### config.mk
export PLATFORM = sky130hd
export DESIGN_NAME = bfa_map_store
export DESIGN_NICKNAME = d
export VERILOG_FILES = /design/src/rtl/core/bitmap_frame_allocator_macros.svh /design/src/rtl/core/bfa_pkg.sv /design/src/rtl/core/bfa_map_store.sv
export SDC_FILE = /design/constraint.sdc
export NUM_CORES = 2
export LEC_CHECK = 0
export BUFFER_PORTS_ARGS = -buffer_cell sky130_fd_sc_hd__buf_2
export CAP_MARGIN = 20
export CORE_AREA = 2 2 546 548
export CTS_BUF_LIST = sky130_fd_sc_hd__clkbuf_4
export DETAILED_ROUTE_END_ITERATION = 7
export DIE_AREA = 0 0 548 550
export PLACE_DENSITY_LB_ADDON = 0.15
export SLEW_MARGIN = 20
export SYNTH_ARGS = -nofsm -noshare
export SYNTH_HDL_FRONTEND = slang
export SYNTH_SLANG_ARGS = --single-unit
export TNS_END_PERCENT = 10
### constraint.sdc
create_clock -name clock -period 3.8 [get_ports clock]
set_input_delay 0.76 -clock clock [delete_from_list [all_inputs] [get_ports clock]]
set_output_delay 0.76 -clock clock [all_outputs]
set_load 0.05 [all_outputs]
### src/rtl/core/bitmap_frame_allocator_macros.svh
// Assertion macros for the bitmap frame allocator.
// Used by the top level only; no dependencies.
`ifndef BITMAP_FRAME_ALLOCATOR_MACROS_SVH
`define BITMAP_FRAME_ALLOCATOR_MACROS_SVH

// Same-cycle implication, sampled on the rising clock edge.
`define BFA_ASSERT_IMP(label, clk, rst, ante, cons, msg) \
   label: assert property (@(posedge clk) disable iff (rst) (ante) |-> (cons)) \
      else $error(msg);

// Next-cycle implication, sampled on the rising clock edge.
`define BFA_ASSERT_NXT(label, clk, rst, ante, cons, msg) \
   label: assert property (@(posedge clk) disable iff (rst) (ante) |=> (cons)) \
      else $error(msg);

`endif

### src/rtl/core/bfa_pkg.sv
// Shared types, constants and helpers for the bitmap frame allocator.
// No dependencies.
`timescale 1ns / 1ps

package bfa_pkg;

   localparam int FRAME_COUNT = 4096;
   localparam int WORD_W      = 32;
   localparam int BIT_W       = $clog2(WORD_W);
   localparam int MAP_WORDS   = FRAME_COUNT / WORD_W;
   localparam int ADDR_W      = $clog2(MAP_WORDS);
   localparam int FRAME_W     = 12;
   localparam int FIELD_WORDS = 4096 / WORD_W;
   localparam int SCAN_MAX    = (MAP_WORDS < FIELD_WORDS) ? MAP_WORDS : FIELD_WORDS;
   localparam int CNT_W       = $clog2(SCAN_MAX + 1);
   localparam int LIMIT_W     = 13;
   localparam int STATUS_W    = 3;

   localparam logic [LIMIT_W-1:0] LIMIT_RESET = LIMIT_W'(4096);
   localparam logic [WORD_W-1:0]  WORD_FULL   = {WORD_W{1'b1}};

   typedef enum logic [STATUS_W-1:0] {
      STAT_ALLOCATED = 3'd0,
      STAT_HELD      = 3'd1,
      STAT_NO_FREE   = 3'd2,
      STAT_FREED     = 3'd3,
      STAT_NONE      = 3'd4
   } status_type;

   typedef enum logic [1:0] {
      ST_IDLE,
      ST_SCAN,
      ST_FREE
   } state_type;

   typedef enum logic {
      ACT_ALLOC = 1'b0,
      ACT_FREE  = 1'b1
   } action_type;

   // Write port of the usage map store.
   typedef struct packed {
      logic              en;
      logic [ADDR_W-1:0] addr;
      logic [WORD_W-1:0] data;
   } map_wr_type;

   // Position of the lowest clear bit; only meaningful when the word is not full.
   function automatic logic [BIT_W-1:0] lowest_zero(input logic [WORD_W-1:0] word);
      logic [WORD_W-1:0] onehot;
      logic [BIT_W-1:0]  pos;
      onehot = ~word & (word + WORD_W'(1));
      pos    = '0;
      for (int b = 0; b < WORD_W; b++) begin
         if (onehot[b]) begin
            pos = pos | BIT_W'(b);
         end
      end
      return pos;
   endfunction

endpackage

### src/rtl/core/bfa_map_store.sv
// Usage map store: one synchronous memory word per 32 frames, one read and one write port.
// Per-word valid flags make unwritten words read as zero after reset. Depends on bfa_pkg.
`timescale 1ns / 1ps

module bfa_map_store (
   input  logic                           clock,
   input  logic                           reset,
   input  logic                           rd_en,
   input  logic [bfa_pkg::ADDR_W-1:0]     rd_addr,
   output logic [bfa_pkg::WORD_W-1:0]     rd_data,
   input  bfa_pkg::map_wr_type            wr
);

   logic [bfa_pkg::WORD_W-1:0]    mem [bfa_pkg::MAP_WORDS];
   logic [bfa_pkg::MAP_WORDS-1:0] valid_ff;
   logic [bfa_pkg::WORD_W-1:0]    rdata_ff;
   logic                          rvalid_ff;

   always_ff @(posedge clock) begin
      if (wr.en) begin
         mem[wr.addr] <= wr.data;
      end
      if (rd_en) begin
         rdata_ff <= mem[rd_addr];
      end
   end

   always_ff @(posedge clock) begin
      if (reset) begin
         valid_ff  <= '0;
         rvalid_ff <= 1'b0;
      end else begin
         if (wr.en) begin
            valid_ff[wr.addr] <= 1'b1;
         end
         if (rd_en) begin
            rvalid_ff <= valid_ff[rd_addr];
         end
      end
   end

   // Words never written since reset read as all frames free.
   assign rd_data = rvalid_ff ? rdata_ff : '0;

endmodule

## Yosys cells after proc, flatten, opt, wreduce, memory -nomap -nowiden

Memory sizes are Yosys's and may differ from the RTL's. A register that Yosys moved wholly into a read port is not among the register bits.
Index checks and enable logic that the tools add are counted.

| word-level totals | value |
|---|---|
| register bits after elaboration | 129 |
| RAM bits | 4096 |
| input port bits | 50 |
| output and inout bits | 32 |
| logic and storage cells | 15 |
| memories kept | 1 |

Memory list:

| memory | depth | bits a word | rd ports | clocked after memory_dff | write ports | line | RTL |
|---|---|---|---|---|---|---|---|
| mem | 128 | 32 | 1 | 1 | 1 | bfa_map_store.sv:14 | `logic [bfa_pkg::WORD_W-1:0] mem [bfa_pkg::MAP_WORDS];` |

| cells by class | value |
|---|---|
| order comparisons | 3 |
| muxes and demuxes | 7 |
| bitwise logic cells | 1 |
| reductions and logical operators | 1 |

Operators with widths:

| kind | number |
|---|---|
| 128-bit bitwise OR | 1 |
| 32-bit two-way mux | 1 |
| 7-bit by 8-bit less-than comparator with 1-bit output, second input constant | 2 |
| 1-bit binary-select mux with 7-bit select | 1 |
| 1-bit demux with 7-bit select | 1 |
| 7-bit by 1-bit >= comparator with 1-bit output, second input constant | 1 |
| 1-bit two-way mux | 4 |
| 1-bit logical AND | 1 |

## Logic depth before layout (Yosys ltp)

| depth | value |
|---|---|
| word-level depth | 5 |
| mapped depth | 11 |

## Worst setup path after synthesis

No wires, ideal clock.

| path | value |
|---|---|
| path type | input to register |
| from | input wr[33] in the netlist's numbering |
| to | memory mem[26][0] in the netlist's numbering, enable pin |
| library setup time | 423 ps |
| arrival time | 3395 ps |
| path slack | -18 ps |
| stages on the path | 5 |
| path buffers | 2 |
| cell sequence | clkbuf_1 or3b_2 or2_2 clkbuf_1 nor2_1 |

RTL lines:

| element | line | RTL |
|---|---|---|
| start: declaration | bfa_map_store.sv:11 | `input bfa_pkg::map_wr_type wr` |
| end: declaration | bfa_map_store.sv:14 |  |

No word-level cell before the write port.

## Worst setup path after layout

| path | value |
|---|---|
| from | register rvalid_ff |
| to | output rd_data[12] in the netlist's numbering |

| between the ends | value |
|---|---|
| longest elaborated chain between the ends | 1 |

Ends and longest elaborated chain:

| element | line | RTL |
|---|---|---|
| start: declaration | bfa_map_store.sv:17 | `logic rvalid_ff;` |
| start signal: assignment | bfa_map_store.sv:37 | `rvalid_ff <= valid_ff[rd_addr];` |
| 32-bit two-way mux | bfa_map_store.sv:43 | `assign rd_data = rvalid_ff ? rdata_ff : '0;` |
| end: declaration | bfa_map_store.sv:10 | `output logic [bfa_pkg::WORD_W-1:0] rd_data,` |

Every way passes these cells.

==> results.md <==
* Crit. path cell count at 3
* Max Clock Freq at about 280 MHz
* R2r worst-path depth at 7
* Startpoint Class: register
* Lkg Pwr at just under 60 nW
* Die width at 548 um
* RSZ-0062 raised after global routing: no
* Synth top area cells: edfxtp_1 (77%), mux4_2 (19%), dfxtp_1 (1.6%), nor2_1 (0.90%), clkbuf_1 (0.38%)
* Hold path cells at 2
* Clk buf depth at 5
* Power share of the combinational group at 0.057
* CP peak stage delay at 0.43 ns
* DR pass1 iterations at 8
* Pwr dens at 504.6 nW/um^2
* Routability Congestion at around 0.84
* Delay-heaviest family, CP: buffers and inverters
* Mapped Area at ~160000 um^2
* CTS Buf Count at 1132
* Switch Pwr at slightly above 0.02 W
* Area leader, netlist: edfxtp_1
* GR Util All Layers at 0.2852
* Max Slew Vio Count at 0
* Post-detailed-routing wire length at ~420000 um
* Row count at 200
* CTS tree: done
* CP Cell Sequence: buf_8, and2_2, buf_4
* # DRC at 0
* Vias in the first global route at between 80000 and 90000
* Synth cell types at 36
* H-tree depth at 7
* DRT antenna net count at 0
* Ys Warns at 0
* CP bufs+invs at 2
* CP max stage cell: dfxtp_4
* Final nets at between 8000 and 9000
* Port Buffers at just over 80
* Ports at approximately 80
* Final hold viol count at 0
* Die height at around 550 um
* Clock Power Share at 0.394
* CTS root buf: clkbuf_4
* Placed cell area at 173000 um^2
* Die area at ~300000 um^2
* Area delta synth->final at 15.36%
* Synth Area per Inst at 24.57 um^2
* Drt initial violations at between 10000 and 15000
* Final setup violation count at 0
* Critical Setup Path Class: reg -> out
* Synth Net Count at approximately 6600
* Worst-Margin Slew at about 1.1 ns
* Int Power at 0.07341 W
* Max-cap viol count at 0
* Routed length per instance at between 30 and 40 um
* Seq cells post-synth at 4257
* Seq/Total Area, Yosys at 0.7820
* Final Critical Period at between 3 and 4 ns
* Worst EP required at 3.04 ns
* Filler cells at roughly 20000
* Core ar. at approximately 300000 um^2
* Initial Util at 0.5475
* Via count at between 70000 and 80000
* Relative slew margins at 0.2771
* Mapped Cells at 6586
* Layout cell share with drive strength beyond 1 at 0.4270
* Dpl hpwl at about 240000 um
* Reg power frac at 0.549
* Switching Share at 0.2206
* Clock transition at path regs at approximately 0.070 ns
* Status: finished clean
* Worst setup EP type: output port
* Routed vias/inst at 6.338
* Final period util at 0.9310
* Latest clock arrival within the worst-skew pair at ~1.6 ns
* Total power draw at roughly 0.094 W
* Clk sinks at about 4300
* Path type of the worst min-delay path: in -> reg
* Final instance area at about 190000 um^2
* Initial antenna violation count at slightly above 40
* Peak VDD IR at roughly 0.0003 V
* First-pass GRT wire length at 591900 um
* Clk_skew at approximately 0.12 ns
* Largest net degree at the start of global routing at around 110
* Grt ovf at 0
* Largest fanout on the critical path at 24
* Worst EP arrival at about 2.8 ns
* Area share of the largest cell type after synthesis at 0.7661
==> power groups by stage <==
stage,Clock [W],Sequential [W],Combinational (W)
final,0.0371,0.0517,0.00532
after global routing,0.0405,0.0517,0.00556
after CTS,0.0380,0.0517,0.00533
after detailed placement,0,0.0528,0.00527
after global placement,0,0.0527,0.00518
after floorplan,0,0.0527,0.00261
==> per-stage QoR <==
stage	hold WS (ns)	setup WS [ns]	TNS [ns]	cells	util
final	0.2404	0.2623	0	12610	0.6316
after global routing	0.1258	0.1025	0	12600	0.6315
after CTS	0.03676	0.06400	0	12590	0.6314
after detailed placement	0.4559	-0.2610	-1.653	10730	0.5855
after global placement	0.4435	-0.2404	-1.804	10730	0.5855
after floorplan	0.4323	-0.01805	-9.495	6586	-
==> kinds of logic after synthesis <==
| group | synth area share |
|---|---|
| flip-flops | 0.7820 |
| AND/OR/NAND/NOR | 0.01527 |
| AO/OA/AOI/OAI | 0.0008119 |
| multiplexers | 0.1918 |
| buffers and inverters | 0.01008 |
==> synth_stat cells <==
library cell,count
edfxtp_1,4128
mux4_2,1375
nor2_1,388
clkbuf_1,163
dfxtp_1,129
buf_2,100
nand2_1,75
buf_1,47
nand2b_1,36
and2_1,32
buf_4,27
buf_6,12
nand3_1,12
nor2b_1,8
nand3b_1,7
or2_2,6
mux2i_1,5
nand4_1,5
nor3_1,4
o22ai_1,3
or3b_2,3
a2111oi_0,2
a211oi_1,2
mux2_2,2
o21a_1,2
o21ba_2,2
or3_1,2
a21oi_1,1
a311oi_1,1
and3b_1,1
inv_1,1
nand4b_1,1
o211ai_1,1
o21ai_0,1
o311ai_0,1
o32a_1,1
==> routing by layer <==
metal / routed length [um] / global-route usage / share of wire / up-vias
met5: 18 / 0 / 0.000043 / -
met1: 163100 / 0.4040 / 0.39 / 42990
met4: 11290 / 0.1005 / 0.027 / 4
met2: 199300 / 0.4333 / 0.48 / 4540
met3: 45400 / 0.07936 / 0.11 / 563
li1: - / - / - / 31820
==> final timing paths <==
path | end | slack (ns) | startpoint
max reg2reg | rvalid_ff$_SDFFE_PP0P_ | 0.48 | valid_ff[107]$_SDFFE_PP0P_
min reg2reg | valid_ff[39]$_SDFFE_PP0P_ | 0.47 | valid_ff[39]$_SDFFE_PP0P_
min | mem[39][0]$_DFFE_PP_ | 0.24 | wr[0]
max | rd_data[12] | 0.26 | rvalid_ff$_SDFFE_PP0P_
==> registers in the layout, summed over array words and instances (netlist names) <==
signal     cells
mem         4096
rdata_ff      32
rvalid_ff      1
valid_ff     128
==> cells in the final DEF (no fill, tap or decap), types with 3 or more instances in the layout <==
cell,count
buf_12,229
nand2b_1,36
or3b_2,3
buf_8,4
edfxtp_1,4128
bufinv_16,12
or2_2,6
nand3b_1,7
inv_2,22
buf_2,36
diode_2,20
clkinv_2,23
mux4_2,1375
dlygate4sd3_1,57
dfxtp_1,128
clkinv_1,183
nand2_1,75
nor2_1,260
and2_1,30
mux2i_1,5
nor2b_1,8
nor3_1,4
o22ai_1,3
buf_4,283
nand4_1,5
clkbuf_4,1560
nor2_4,128
nand3_1,11
buf_6,3
==> cell type report <==
| class | instances | area (um^2) | area share |
|---|---|---|---|
| clock inverters | 242 | 1262 | 0.006763 |
| inverters | 1 | 3.754 | 0.00002011 |
| clock buffers | 1560 | 11710 | 0.06274 |
| flip-flops and latches | 4257 | 126500 | 0.6779 |
| multi-input cells | 1979 | 34610 | 0.1854 |
| repair buffers | 612 | 7553 | 0.04047 |
| well taps | 3939 | 4928 | 0.02640 |
| diodes | 20 | 50.05 | 0.0002681 |
==> timing repair <==
action	in CTS	in global routing
hold buffers	57	0
gates resized for setup	11	0
hold endpoints to repair	4843	0
setup endpoints to repair	25	0
setup buffers	0	0
Note: power is estimated with default switching activity, not from simulation.
